### src/hw/rtl/lidar_spherical_pixel_projection_core_macros.svh
// Assertion macros shared by the projection core RTL.
// Depends on nothing; included by files that carry assertions.
`ifndef LIDAR_SPHERICAL_PIXEL_PROJECTION_CORE_MACROS_SVH
`define LIDAR_SPHERICAL_PIXEL_PROJECTION_CORE_MACROS_SVH

// Implication in the same cycle.
`define LSP_ASSERT_IMP(name, clk, rstn, ante, cons) \
  name: assert property (@(posedge clk) disable iff (!rstn) (ante) |-> (cons)) \
    else $error("lsp assertion failed");

// Implication checked in the cycle after the antecedent.
`define LSP_ASSERT_NXT(name, clk, rstn, ante, cons) \
  name: assert property (@(posedge clk) disable iff (!rstn) (ante) |=> (cons)) \
    else $error("lsp assertion failed");

`endif

### src/hw/rtl/lsp_pkg.sv
// Types and constants of the spherical pixel projection core.
// Depends on nothing; used by every module of the core but lsp_div.
package lsp_pkg;

  localparam int unsigned MaxRows = 64;
  localparam int unsigned MaxCols = 4096;

  localparam int unsigned NumW = 30;
  localparam int unsigned DenW = 18;
  localparam int unsigned QuoW = 13;

  localparam logic signed [14:0] ElevSat = 15'sd9000;
  localparam logic signed [18:0] FullTurn = 19'sd36000;

  localparam logic [2:0] REG_ELEV_UPPER = 3'd0;
  localparam logic [2:0] REG_ELEV_LOWER = 3'd1;
  localparam logic [2:0] REG_ELEV_STEP  = 3'd2;
  localparam logic [2:0] REG_AZIM_UPPER = 3'd3;
  localparam logic [2:0] REG_AZIM_LOWER = 3'd4;
  localparam logic [2:0] REG_AZIM_STEP  = 3'd5;
  localparam logic [2:0] REG_ROWS       = 3'd6;
  localparam logic [2:0] REG_COLS       = 3'd7;

  typedef struct packed {
    logic signed [14:0] elev_top;
    logic signed [14:0] elev_bot;
    logic [14:0]        elev_span;
    logic [13:0]        elev_step;
    logic [6:0]         rows;
    logic signed [16:0] azim_bot;
    logic [16:0]        azim_span;
    logic [12:0]        cols;
  } cfg_t;

endpackage

### src/hw/rtl/lsp_cfg.sv
// Configuration registers and the sequential derivation of the image geometry.
// Depends on lsp_pkg.
module lsp_cfg (
  input  logic          clk_i,
  input  logic          rst_ni,
  input  logic          cfg_we_i,
  input  logic [2:0]    cfg_idx_i,
  input  logic [16:0]   cfg_data_i,
  output lsp_pkg::cfg_t cfg_o,
  output logic          busy_o
);
  import lsp_pkg::*;

  localparam logic [1:0] S_IDLE = 2'd0;
  localparam logic [1:0] S_FIX  = 2'd1;
  localparam logic [1:0] S_DIV  = 2'd2;
  localparam logic [1:0] S_SIZE = 2'd3;

  logic signed [14:0] eu_q, el_q;
  logic [13:0]        es_q;
  logic signed [16:0] au_q, al_q;
  logic [15:0]        as_q;
  logic [6:0]         rw_q;
  logic [12:0]        cw_q;

  logic [1:0]  state_q, state_d;
  logic [4:0]  cnt_q;
  logic [16:0] en_q, an_q, eq_q, aq_q;
  logic [16:0] er_q, ar_q;
  cfg_t        eff_q;

  logic signed [14:0] et, eb;
  logic signed [16:0] ediff, et2;
  logic signed [16:0] at, ab;
  logic signed [18:0] adiff, at2;
  logic [15:0]        ed, ad;
  logic [17:0]        esh, ash;
  logic [17:0]        elim, alim;
  logic [6:0]         rows_n;
  logic [12:0]        cols_n;

  always_comb begin
    et = (eu_q < el_q) ? el_q : eu_q;
    eb = (eu_q < el_q) ? eu_q : el_q;
    ediff = 17'(et) - 17'(eb);
    et2 = 17'(et);
    if (19'(ediff) == FullTurn) begin
      et2 = 17'(et) - $signed({3'b000, es_q});
      if (et2 < 17'(eb)) begin
        et2 = 17'(eb);
      end
    end
    at = (au_q < al_q) ? al_q : au_q;
    ab = (au_q < al_q) ? au_q : al_q;
    adiff = 19'(at) - 19'(ab);
    at2 = 19'(at);
    if (adiff == FullTurn) begin
      at2 = 19'(at) - $signed({3'b000, as_q});
      if (at2 < 19'(ab)) begin
        at2 = 19'(ab);
      end
    end
    ed = (es_q == '0) ? 16'd1 : {2'b00, es_q};
    ad = (as_q == '0) ? 16'd1 : as_q;
    esh = {er_q[16:0], en_q[16]};
    ash = {ar_q[16:0], an_q[16]};
    elim = 18'(eq_q) + 18'd1;
    alim = 18'(aq_q) + 18'd1;
    rows_n = (18'(rw_q) > elim) ? 7'(elim) : rw_q;
    if (rows_n > 7'(MaxRows)) begin
      rows_n = 7'(MaxRows);
    end
    cols_n = (18'(cw_q) > alim) ? 13'(alim) : cw_q;
    if (cols_n > 13'(MaxCols)) begin
      cols_n = 13'(MaxCols);
    end
  end

  always_comb begin
    state_d = state_q;
    unique case (state_q)
      S_IDLE:  state_d = S_IDLE;
      S_FIX:   state_d = S_DIV;
      S_DIV:   state_d = (cnt_q == 5'd16) ? S_SIZE : S_DIV;
      S_SIZE:  state_d = S_IDLE;
      default: state_d = S_IDLE;
    endcase
    if (cfg_we_i) begin
      state_d = S_FIX;
    end
  end

  always_ff @(posedge clk_i or negedge rst_ni) begin
    if (!rst_ni) begin
      eu_q    <= 15'sd1500;
      el_q    <= -15'sd1600;
      es_q    <= 14'd100;
      au_q    <= 17'sd36000;
      al_q    <= '0;
      as_q    <= 16'd9;
      rw_q    <= 7'd32;
      cw_q    <= 13'd512;
      state_q <= S_IDLE;
      cnt_q   <= '0;
      eff_q   <= '{elev_top: 15'sd1500, elev_bot: -15'sd1600, elev_span: 15'd3100,
                   elev_step: 14'd100, rows: 7'd32, azim_bot: '0,
                   azim_span: 17'd35991, cols: 13'd512};
    end else begin
      state_q <= state_d;
      if (cfg_we_i) begin
        unique case (cfg_idx_i)
          REG_ELEV_UPPER: eu_q <= $signed(cfg_data_i[14:0]);
          REG_ELEV_LOWER: el_q <= $signed(cfg_data_i[14:0]);
          REG_ELEV_STEP:  es_q <= cfg_data_i[13:0];
          REG_AZIM_UPPER: au_q <= $signed(cfg_data_i);
          REG_AZIM_LOWER: al_q <= $signed(cfg_data_i);
          REG_AZIM_STEP:  as_q <= cfg_data_i[15:0];
          REG_ROWS:       rw_q <= cfg_data_i[6:0];
          REG_COLS:       cw_q <= cfg_data_i[12:0];
          default:        rw_q <= rw_q;
        endcase
      end
      if (state_q == S_FIX) begin
        eff_q.elev_top  <= 15'(et2);
        eff_q.elev_bot  <= eb;
        eff_q.elev_step <= es_q;
        eff_q.azim_bot  <= ab;
        en_q  <= 17'(et2 - 17'(eb));
        an_q  <= 17'(at2 - 19'(ab));
        er_q  <= '0;
        ar_q  <= '0;
        eq_q  <= '0;
        aq_q  <= '0;
        cnt_q <= '0;
      end
      if (state_q == S_DIV) begin
        cnt_q <= cnt_q + 5'd1;
        en_q  <= {en_q[15:0], 1'b0};
        an_q  <= {an_q[15:0], 1'b0};
        if (esh >= 18'(ed)) begin
          er_q <= 17'(esh - 18'(ed));
          eq_q <= {eq_q[15:0], 1'b1};
        end else begin
          er_q <= esh[16:0];
          eq_q <= {eq_q[15:0], 1'b0};
        end
        if (ash >= 18'(ad)) begin
          ar_q <= 17'(ash - 18'(ad));
          aq_q <= {aq_q[15:0], 1'b1};
        end else begin
          ar_q <= ash[16:0];
          aq_q <= {aq_q[15:0], 1'b0};
        end
      end
      if (state_q == S_SIZE) begin
        eff_q.rows      <= rows_n;
        eff_q.cols      <= cols_n;
        eff_q.elev_span <= 15'(eff_q.elev_top - eff_q.elev_bot);
        eff_q.azim_span <= 17'(at2 - 19'(ab));
      end
    end
  end

  assign cfg_o  = eff_q;
  assign busy_o = (state_q != S_IDLE);

endmodule

### config.mk
export PLATFORM = sky130hd
export DESIGN_NAME = lsp_cfg
export DESIGN_NICKNAME = d
export VERILOG_FILES = /design/src/hw/rtl/lidar_spherical_pixel_projection_core_macros.svh /design/src/hw/rtl/lsp_pkg.sv /design/src/hw/rtl/lsp_cfg.sv
export SDC_FILE = /design/constraint.sdc
export NUM_CORES = 1
export LEC_CHECK = 0
export BUFFER_PORTS_ARGS = -buffer_cell sky130_fd_sc_hd__buf_2
export CAP_MARGIN = 20
export CORE_ASPECT_RATIO = 0.6
export CORE_MARGIN = 5
export CORE_UTILIZATION = 40
export DETAILED_ROUTE_END_ITERATION = 8
export MAX_ROUTING_LAYER = met4
export SLEW_MARGIN = 20
export SYNTH_ARGS = -nofsm -noshare
export SYNTH_HDL_FRONTEND = slang
export SYNTH_SLANG_ARGS = --single-unit
### constraint.sdc
create_clock -name clk_i -period 14 [get_ports clk_i]
set_clock_uncertainty 0.15 [all_clocks]
set_input_delay 1.4 -clock clk_i [delete_from_list [all_inputs] [get_ports clk_i]]
set_output_delay 1.4 -clock clk_i [all_outputs]
set_load 0.02 [all_outputs]
Word level (Yosys, flattened, before mapping)
Index checks and enable logic that the tools add are counted. Widths: inputs -> output; s select.

Add/sub/neg operators: 12. Order comparisons: 10. Equal/unequal tests: 13. Muxes and demuxes: 32. Reductions and logical operators: 16.

Operators by type and width (number): $mux 17 (17); $add 17x1->18 const B (2); $sub 17x17->18 (2); $sub 15x15->16 (2); $mux 15 (2); $mux 13 (2); $eq 18x17->1 const B (1); $ge 18x14->1 (1); $ge 18x16->1 (1); $gt 13x18->1 (1); $gt 7x18->1 (1); $lt 18x17->1 (1); $reduce_and 2->1 (9); $eq 16x17->1 const B (1); $lt 17x17->1 (1); $sub 17x14->17 (1); $sub 17x15->17 (1); $sub 17x16->17 (1); $sub 17x17->17 (1); $logic_not 16->1 (1); $lt 16x15->1 (1); $mux 16 (1); $lt 15x15->1 (1); $sub 15x15->15 (1); other kinds (20) (30).

Flip-flop bits (word level): 336. Input bits: 23. Output and inout port bits: 114. Word-level logic and storage cells: 109.

Depth between registers and ports, before layout
Gate-level depths: netlist of run 1.

Word-level depth: 9. Gate-level depth with buffers: 54. Gate-level depth less buffers: 48.

Least setup slack after synthesis of run 1
OpenSTA, ideal clock, no wires.

Path type: reg2reg. From: reg al_q[4]. To: reg an_q[16], data pin. Data arrival time: 9.932 ns. Path slack: 3.653 ns. Stages on the path, launching flop included: 55. Path buffers: 6. Period minus slack after synthesis: 10.347 ns. Path through: dfrtp_1 clkinv_1 ha_1 buf_2 and2_1 a221oi_1 o21ai_1 or3_1 clkbuf_1 nand2_1 clkbuf_1 clkbuf_1 buf_1 nor2_1 a21o_1 ha_1 nor2b_1 o21ai_0 [... 19 more ...] nand2_1 o21ai_0 mux2_2 ha_1 fa_1 nor2b_1 o21ai_0 a21boi_0 o21ai_0 a21boi_0 o21ai_0 nand2b_1 a311oi_1 o41ai_1 a31o_2 inv_1 o2111ai_1 or3b_1.

Cells in the longest elaborated chain, start to end: 9. Elaborated cells between the ends (all ways): 12.

Ends and longest elaborated chain: start, declared (RTL line lsp_cfg.sv:21) `logic signed [16:0] au_q, al_q;`; start signal, assigned (RTL line lsp_cfg.sv:116) `REG_AZIM_LOWER: al_q <= $signed(cfg_data_i);`; $lt 17x17->1 (RTL line lsp_cfg.sv:53, lsp_cfg.sv:54); $mux 17 (RTL line lsp_cfg.sv:53) `at = (au_q < al_q) ? al_q : au_q;`; $sub 17x17->18 (RTL line lsp_cfg.sv:58) `at2 = 19'(at) - $signed({3'b000, as_q});`; $lt 18x17->1 (RTL line lsp_cfg.sv:59) `if (at2 < 19'(ab)) begin`; $mux 17 (RTL line lsp_cfg.sv:59); $mux 17 (RTL line lsp_cfg.sv:57) `if (adiff == FullTurn) begin`; $sub 17x17->17 (*) (RTL line lsp_cfg.sv:129) `an_q <= 17'(at2 - 19'(ab));`; $mux 17 (*) (RTL line lsp_cfg.sv:123) `if (state_q == S_FIX) begin`; $mux 17 (*) (RTL line lsp_cfg.sv:136) `if (state_q == S_DIV) begin`; end signal, assigned (RTL line lsp_cfg.sv:129); end signal, assigned (RTL line lsp_cfg.sv:139) `an_q <= {an_q[15:0], 1'b0};`; end, declared (RTL line lsp_cfg.sv:28) `logic [16:0] en_q, an_q, eq_q, aq_q;`.

Mark *: on every way between the ends. The rest lies on a longest branch, timed or not. The select of a mux whose other input is x is not followed. A chain may end at the register's enable or synchronous reset.

Worst setup path in the final report of run 1
Same ends and word-level chain as after synthesis.

==> results of run 1 <==
[where the power goes]
part           switching [mW]  internal [mW]
sequential              0.207           1.33
combinational            2.08           1.27
clock                   0.429          0.574
total                    2.71           3.18
[cells in the mapped netlist (all sizes together), types with 38 or more instances]
cell	instances	area, um^2
a21boi	38	285.3
a21oi	120	604.3
and2	43	269.0
clkbuf	80	300.3
dfrtp	176	4404
dfstp	58	1524
edfxtp	102	3063
ha	169	2115
inv	196	735.7
mux2	150	1693
mux2i	45	450.4
nand2	236	885.9
nand3	43	215.2
nand4	40	256.5
nor2	187	704.4
o21ai	181	905.9
[path summary, 6_finish.rpt]
check                      startpoint        end  cells after the start
setup / recovery              al_q[4]   an_q[16]                     47
hold / removal              cfg_o[48]  cfg_o[48]                      1
setup reg to reg              al_q[4]   an_q[16]                     47
hold reg to reg             cfg_o[48]  cfg_o[48]                      1
max in group asynchronous      rst_ni  cfg_o[35]                      3
min in group asynchronous      rst_ni  cfg_o[49]                      1
[worst max-delay path, delay by kind of cell, from the launching register on]
family / cells / cell delay, ns
compound gates: 27 / 5.52
fa+ha+maj: 5 / 1.74
flops: 1 / 0.33
simple gates: 12 / 2.42
buf+inv: 2 / 0.28
mux: 1 / 0.28
[sequential cells by signal, summed over array words and instances, names as in the netlist, 15 cells and up]
register / cells
cfg_o: 113
el_q: 15
al_q: 17
en_q: 17
ar_q: 17
aq_q: 17
as_q: 16
eu_q: 15
eq_q: 17
an_q: 17
au_q: 17
er_q: 17
[logic make-up (layout without fill, tap and decap cells)]
group                    Yosys count  count (layout)  share of synthesized area, %
other                              0               1                             0
AND/OR/NAND/NOR                  732             732                         15.80
flip-flops                       336             336                         40.43
XOR/XNOR                          59              59                         2.324
multiplexers                     195             195                         9.637
AO/OA/AOI/OAI                    566             566                         16.51
adder cells (fa/ha/maj)          175             175                         10.05
buffers and inverters            301             438                         5.249
[through the flow]
stage | area [um^2] | hold slack, ns | setup WS, ns | utilization, %
6_report | 25020 | 0.3271 | 3.059 | 45.84
5_1_grt | 25020 | 0.3403 | 2.242 | 45.83
4_1_cts | 25010 | 0.3316 | 3.262 | 45.81
3_5_place_dp | 23770 | 0.3167 | 3.302 | 43.54
3_3_place_gp | 23770 | 0.3086 | 3.501 | 43.54
2_1_floorplan | 22240 | 0.3017 | 3.653 | -
[cell type report]
cell class	count	area (um^2)	area share [%]
clock inverter	14	135.1	0.5401
inverter	200	750.7	3.001
tap	748	935.9	3.741
multi-input combinational	1727	12150	48.56
clock buffer	54	1105	4.416
sequential	336	8991	35.94
antenna	1	2.502	0.01000
timing repair buffer	170	949.7	3.796
[per-layer routing]
metal  track usage [%]  vias to the layer above  wire length, um
met3             5.624                       67             6151
met1             35.23                     8810            34810
met4             3.479                        0             1060
met2             30.75                      610            26860
li1                  -                     8678                -
met5                 -                        -                0
[cells in the final DEF, fill, tap and decap left out, types with 33 or more instances in the layout]
cell | Yosys | final
a21boi_0 | 38 | 38
a21o_1 | 33 | 33
a21oi_1 | 119 | 118
and2_1 | 43 | 42
buf_2 | 6 | 135
buf_4 | 4 | 33
clkbuf_16 | 0 | 41
dfrtp_1 | 176 | 176
dfstp_2 | 58 | 58
edfxtp_1 | 102 | 102
ha_1 | 169 | 166
inv_1 | 195 | 195
mux2_2 | 149 | 149
mux2i_1 | 45 | 45
nand2_1 | 236 | 236
nand3_1 | 43 | 43
nand4_1 | 39 | 39
nor2_1 | 186 | 186
nor2b_1 | 34 | 34
nor3_1 | 37 | 34
o21ai_0 | 178 | 175
xnor2_1 | 33 | 33
==> results.md, run 1 <==
- Final Instance Count excl. Fillers: 3,250
- CP endpoint kind: register
- Post-cts hold buffer count: 0
- Post-detail-place hpwl: 51,090 um
- Layout fillers: 5,216
- Longest Clk Path Bufs: 3
- Critical path class: reg -> reg
- Leakage: roughly 11 nW
- Number of global-route vias before repair: 17,238
- Post_cts resized: 0
- Number of vias in the routed layout: roughly 18,000
- Most used DFF post-synth: dfrtp_1
- CTS root buf: clkbuf_16
- CP max stage delay: ~0.60 ns
- Most used cell, CP: o21ai_0
- Die height: 192.6 um
- CP Data Required Time: 14.14 ns
- GRT Residual Overflow: 0
- Die X: roughly 310 um
- Worst setup SP type: register
- Total Power: a little under 6 mW
- Placed cells: 3,180
- Final ANT Viol Nets: 0
- Total core area: 0.05458 mm^2
- Hold Fails Final Rpt: 0
- Part of the Yosys area used for sequential elements: 40.43%
- Mapped cell area: 0.02224 mm^2
- Post-CTS setup buffers: 0
- Period utilization: 78.15%
- R2R setup slack: between 3 and 4 ns
- Synth Instances: 2,364
- Rows: between 60 and 70
- Yosys warnings: 0
- Final setup violation count: 0
- Vias per cell: 5.589
- Die area: 0.06057 mm^2
- Setup TNS: 0 ns
- Hold/Removal Path Class: reg -> reg
- Number of synthesized flops with an enable pin: 102
- RSZ-0062 raised after global routing: false
- IO buf count: 136
- Num ports: about 140
- Gp weighted congestion: 0.9701
- Initial antenna violation count: 7
- Mapped Nets: 2,562
- Drt pass-1 iters: 5
- Post-synthesis cell type count: 92
- Final Max Tran Viols: 0
- Area growth, synth to finish: 12.50%
- CTS tree: yes
- CP Max Fanout: 10
- Max IR drop VDD: 0.1474 mV
- Pin count of the biggest net entering global routing: between 60 and 70
- Status: finished clean
- Pwr/cell area: roughly 240 mW/mm^2
- DRC Markers: 0
- Worst EP arrival: 11.08 ns
- H-tree level count: 2
- Post-synth ARST share: 69.64%
- Max Clock Freq: between 90 and 100 MHz
- Starting DRT DRC Count: roughly 1,700
- Post-layout minimum cycle time: roughly 11 ns
- Yosys reg bits: around 340
- Max cap viols: 0
- CP max-delay cell: or3_1
- Slew headroom: 22.57%
- Worst-margin pin slew: 1.149 ns
- Mean Syn Cell Area: 9.408 um^2
- Initial Util: 40.74%
- Wire length per cell: 21.19 um
- TritonCTS Buffers: 37
- # clock sinks: 336
- Nets: roughly 2,700
- All-Layer GR Usage: a little under a quarter
- Worst-Skew Late Latency: 0.54 ns
- Worst-path clk slew: around 0.070 ns
- Layout cells sized above 1: 18.95%
- Final WL: 68,880 um
- Global-route wire length before repair: 104,900 um
Note: power is estimated with default switching activity, not from simulation.
==> run 2, diff against run 1 <==
Clock period 14 ns to 8.79 ns, I/O delays scaled along.
==> results.md, run 2 (same netlist as run 1, synthesis figures left out) <==
- Status: finished clean
- Most used cell, CP: buf_4
- GRT Residual Overflow: 0 (unchanged)
- Met2 Use GR: 32.95% (+2.2 points)
- Post-DP Area: 0.02502 mm^2 (+5.3%)
- Post-detail-place hpwl: 54,720 um (+7.1%)
- IO buf count: 136 (unchanged)
- Hold Fails Final Rpt: 0 (unchanged)
- Post-cts hold buffer count: 0 (unchanged)
- Total core area: 0.05458 mm^2 (unchanged)
- Final setup violation count: 0 (unchanged)
- # clock sinks: 336 (unchanged)
- Hold/Removal Path Class: in -> async
- Max IR drop VDD: 0.2120 mV (+44%)
- Area growth, synth to finish: 20.22%
- # diodes: 0 (-1)
- Multi-input gate area: 0.01261 mm^2 (+3.8%)
- CP endpoint kind: register
- Critical path class: reg -> reg
- Period utilization: 99.72% (+22 points)
- Worst-path clk slew: 0.06 ns (about the same)
- Number of vias in the routed layout: 18,979 (+4.5%)
- Internal: 5.826 mW (+83%)
- All-Layer GR Usage: 24.11% (+1.2 points)
- Final Max Tran Viols: 0 (unchanged)
- Clock network fraction of design power: 14.7% (-2.3 points)
- Initial antenna violation count: 5 (-2)
- Global-route wire length before repair: 110,100 um (+5.0%)
- Worst EP arrival: 8.90 ns (-2.18 ns)
- Leakage: 11.86 nW (+8.3%)
- CTS tree: yes
- Worst-Skew Late Latency: 0.54 ns (about the same)
- Number of flip-flops in the largest register: 113 (unchanged)
- Final ANT Viol Nets: 0 (unchanged)
- Slew headroom: 26.28% (+3.7 points)
- Longest Clk Path Bufs: 3 (unchanged)
- TritonCTS Buffers: 37 (unchanged)
- Met1 Use GR: 36.75% (+1.5 points)
- Post-layout minimum cycle time: 8.766 ns (-2.175 ns)
- Commonest non-fill, non-tap cells in the layout: nand2_1 (232), buf_4 (207), inv_1 (190)
- CP Data Required Time: 8.92 ns (-5.22 ns)
- CTS root buf: clkbuf_16
- Wire length per cell: 21.12 um (-0.35%)
- CP Max Fanout: 7 (-3)
- Initial Util: 40.74% (unchanged)
- Commonest non-fill, non-tap cell in the layout: nand2_1
- Nets: 2,847 (+6.6%)
- Starting DRT DRC Count: 1,453 (-14%)
- Final WL: 72,340 um (+5.0%)
- Sw Pwr: 4.651 mW (+71%)
- Max Clock Freq: 114.1 MHz (+25%)
- Part of the power in combinational logic: 62.2% (+5.3 points)
- Max cap viols: 0 (unchanged)
- Worst-margin pin slew: 1.100 ns (-0.04931 ns)
- Layout cells sized above 1: 26.78% (+7.8 points)
- H-tree level count: 2 (unchanged)
- Gp weighted congestion: 0.9271 (-4.4%)
- Rows: 66 (unchanged)
- Hold WS: 0.06883 ns (-0.2583 ns)
- Vias per cell: 5.541 (-0.86%)
- Total Power: 10.48 mW (+78%)
- CP max stage delay: 0.53 ns (-0.07 ns)
- Net switching fraction of the power: 44.39% (-1.7 points)
- Worst setup SP type: register
- Die height: 192.6 um (unchanged)
- Seq pwr share: 23.1% (-3.0 points)
- Die area: 0.06057 mm^2 (unchanged)
- Busiest metal layer after global routing: met1
- Pwr/cell area: 391.9 mW/mm^2 (+66%)
- Register area: 0.008991 mm^2 (unchanged)
- CP max-delay cell: dfstp_2
- Pin count of the biggest net entering global routing: 82 (+19%)
- Num ports: 137 (unchanged)
- Drt pass-1 iters: 5 (unchanged)
- RSZ-0062 raised after global routing: true
- Number of global-route vias before repair: 18,134 (+5.2%)
- Finished Cell Area: 0.02674 mm^2 (+6.9%)
- Layout fillers: 5,193 (-0.44%)
- DRC Markers: 0 (unchanged)
- Die X: 314.4 um (unchanged)
- M3 GR Usage: 4.937% (-0.69 points)
==> run 2: metrics by stage <==
stage	util, %	setup slack, ns	TNS (ns)	cells
after floorplan	-	-0.07584	-0.07584	2364
after global placement	45.83	-0.2336	-0.4922	3330
after detailed placement	45.83	-0.2984	-0.8910	3330
after CTS	48.28	0.005166	0	3410
after global routing	48.98	-0.3605	-1.396	3425
final	48.98	0.02420	0	3425
==> run 2: layout make-up <==
type / count / area share (%)
multi-input cells: 1727 / 47.15
clock inverters: 16 / 0.4539
well taps: 748 / 3.500
flip-flops and latches: 336 / 33.63
repair buffers: 347 / 8.564
clock buffers: 51 / 3.893
inverters: 200 / 2.812
==> run 2: what timing repair did <==
action	in CTS	in global routing
resized for setup	18	66
buffers inserted	13	16
pin swaps	13	54
setup endpoints to repair	8	18
==> run 2: final timing paths <==
| check | from | endpoint | slack [ns] | cells past startpoint |
|---|---|---|---|---|
| hold reg to reg | cfg_o[74] | cfg_o[74] | 0.32 | 1 |
| hold / removal | rst_ni | cfg_o[49] | 0.07 | 1 |
| setup / recovery | au_q[5] | an_q[16] | 0.02 | 48 |
| max in group asynchronous | rst_ni | cfg_o[31] | 6.43 | 3 |
| setup reg to reg | au_q[5] | an_q[16] | 0.02 | 48 |
| min in group clk_i | cfg_o[74] | cfg_o[74] | 0.32 | 1 |
==> run 2: power by group through the flow <==
stage	sequential (mW)	clock, mW	combinational, mW
global placement	2.43	0	5.83
finish	2.42	1.54	6.52
global route	2.48	1.64	7.14
CTS	2.42	1.57	6.06
floorplan	2.65	0	3.56
detailed placement	2.45	0	5.89
==> run 2: critical path, delay by kind of cell (launching register included) <==
family / cells / cell delay, ns
and+or+nand+nor: 17 / 2.55
DFF: 1 / 0.53
AOI/OAI and AO/OA: 19 / 3.22
buffers and inverters: 8 / 1.03
adders and majority gates: 4 / 1.03
==> run 2: per-layer routing <==
layer  share of wire (%)  wire (um)
met1                  51      36610
met2                  40      28690
met3                 7.6       5499
met4                 2.1       1538
met5                   0          0
==> run 3, diff against run 2 <==
Settings changed: CORE_UTILIZATION 40 to 33.
==> results.md, run 3 (same netlist as run 1, synthesis figures left out) <==
- Max IR drop VDD: 0.2244 mV (+5.8%)
- Slew headroom: 28.33% (+2.0 points)
- Rows: 73 (+11%)
- Pwr/cell area: 390.1 mW/mm^2 (-0.46%)
- DRC Markers: 0 (unchanged)
- CP delay by family, top: compound AO/OA/AOI/OAI gates
- CTS root buf: clkbuf_16
- Area growth, synth to finish: 20.33% (about the same)
- Leakage: 11.72 nW (-1.1%)
- Longest Clk Path Bufs: 3 (unchanged)
- Number of flip-flops in the largest register: 113 (unchanged)
- Status: finished clean
- Number of global-route vias before repair: 18,248 (+0.63%)
- Gp weighted congestion: 1.012 (+9.2%)
- Drt pass-1 iters: 5 (unchanged)
- TritonCTS Buffers: 37 (unchanged)
- Final Max Tran Viols: 0 (unchanged)
- DP Worst Slack: -0.5391 ns (-0.2407 ns)
- Worst setup SP type: register
- CP endpoint kind: register
- Placed cells: 3,454 (+3.7%)
- Max cap viols: 0 (unchanged)
- Die X: 345.1 um (+9.8%)
- Total core area: 0.06649 mm^2 (+22%)
- Period utilization: 98.75% (-0.97 points)
- Commonest non-fill, non-tap cell in the layout: nand2_1
- R2R cell count: 49 (+2.1%)
- Hold Fails Final Rpt: 0 (unchanged)
- Final setup violation count: 0 (unchanged)
- GRT Residual Overflow: 0 (unchanged)
- Num ports: 137 (unchanged)
- Final Instance Count excl. Fillers: 3,539 (+3.3%)
- Nets: 2,806 (-1.4%)
- Commonest non-fill, non-tap cells in the layout: nand2_1 (232), inv_1 (190), nor2_1 (181)
- Number of vias in the routed layout: 18,986 (+0.037%)
- Post-layout minimum cycle time: 8.680 ns (-0.08547 ns)
- Final WL: 74,270 um (+2.7%)
- RSZ-0062 raised after global routing: true
- Die area: 0.07286 mm^2 (+20%)
- Layout fillers: 6,570 (+27%)
- Final ANT Viol Nets: 0 (unchanged)
- H-tree level count: 2 (unchanged)
- PnR worst setup slack: 0.1097 ns (+0.08547 ns)
- Wire length per cell: 20.99 um (-0.63%)
- All-Layer GR Usage: 20.19% (-3.9 points)
- Starting DRT DRC Count: 1,756 (+21%)
- Initial Util: 33.45% (-7.3 points)
- Vias per cell: 5.365 (-3.2%)
- Layout cells sized above 1: 25.71% (-1.1 points)
- CP max-delay cell: dfstp_2
- Worst-margin pin slew: 1.072 ns (-0.02838 ns)
- IO buf count: 136 (unchanged)
- CP Max Fanout: 6 (-1)
- Hold/Removal Path Class: in -> async
- Die height: 211.1 um (+9.6%)
- Worst EP arrival: 8.82 ns (-0.08 ns)
- Initial antenna violation count: 7 (+2)
- CP Data Required Time: 8.93 ns (about the same)
- Crit path buf inv count: 4 (-4)
- Critical path class: reg -> reg
- Capturing point of the worst reg2reg path: an_q[16]
- Worst-Skew Late Latency: 0.56 ns (+0.02 ns)
- CTS tree: yes
- # clock sinks: 336 (unchanged)
- Global-route wire length before repair: 111,700 um (+1.4%)
- CP max stage delay: 0.55 ns (+0.02 ns)
- FF-to-FF Start: au_q[5]
- R2R setup slack: 0.11 ns (+0.09 ns)
- Worst-path clk slew: 0.06 ns (about the same)
- Pin count of the biggest net entering global routing: 79 (-3.7%)
- Post-detail-place hpwl: 56,000 um (+2.3%)
- Max Clock Freq: 115.2 MHz (+0.98%)
run 3: timing repair:
action / CTS / global route
gates cloned: 0 / 0
gates resized for setup: 18 / 65
hold buffers: 0 / 0
endpoints found under the setup margin: 12 / 20
hold endpoints to repair: 0 / 0
pin swaps: 17 / 42
buffers inserted: 7 / 8
run 3: area by class of cell:
| cell class | count | area [um^2] | share of cell area, % |
|---|---|---|---|
| diodes | 2 | 5.005 | 0.01870 |
| clock buffers | 50 | 1047 | 3.913 |
| clock inverters | 18 | 210.2 | 0.7855 |
| inverters | 200 | 752.0 | 2.810 |
| multi-input cells | 1727 | 12620 | 47.17 |
| flip-flops and latches | 336 | 8991 | 33.60 |
| well taps | 900 | 1126 | 4.208 |
| repair buffers | 306 | 2007 | 7.500 |
run 3: worst max path at each step:
stage,cells after the start,from,endpoint
2_1_floorplan,53,au_q[3],an_q[16]
3_3_place_gp,45,au_q[6],an_q[15]
3_5_place_dp,45,au_q[6],an_q[15]
4_1_cts,48,al_q[8],an_q[16]
5_1_grt,48,au_q[8],an_q[16]
6_report,49,au_q[5],an_q[16]
run 3: per-layer routing:
metal	share of wire, %	global-route usage, %	vias up
li1	-	-	8971
met1	51	30.66	9298
met2	38	26.88	628
met3	9.5	5.480	89
met4	1.4	3.186	0
met5	0	-	-
run 3: per-stage QoR:
step	cell area (um^2)	util (%)	hold slack, ns	power [mW]	setup TNS (ns)
final	26760	40.25	0.1325	10.44	0
after global routing	26760	40.24	0.1812	11.14	-1.269
after CTS	26420	39.73	0.1564	10.11	0
after detailed placement	25030	37.64	0.3200	8.288	-2.165
after global placement	25030	37.64	0.3072	8.196	-0.2618
after floorplan	22460	-	0.3017	6.204	-0.07584
run 3: power by group:
| part | total (mW) | internal, mW | switching, mW |
|---|---|---|---|
| clock network | 1.66 | 0.963 | 0.700 |
| registers | 2.42 | 2.12 | 0.300 |
| logic | 6.36 | 2.67 | 3.69 |
| total | 10.4 | 5.75 | 4.69 |
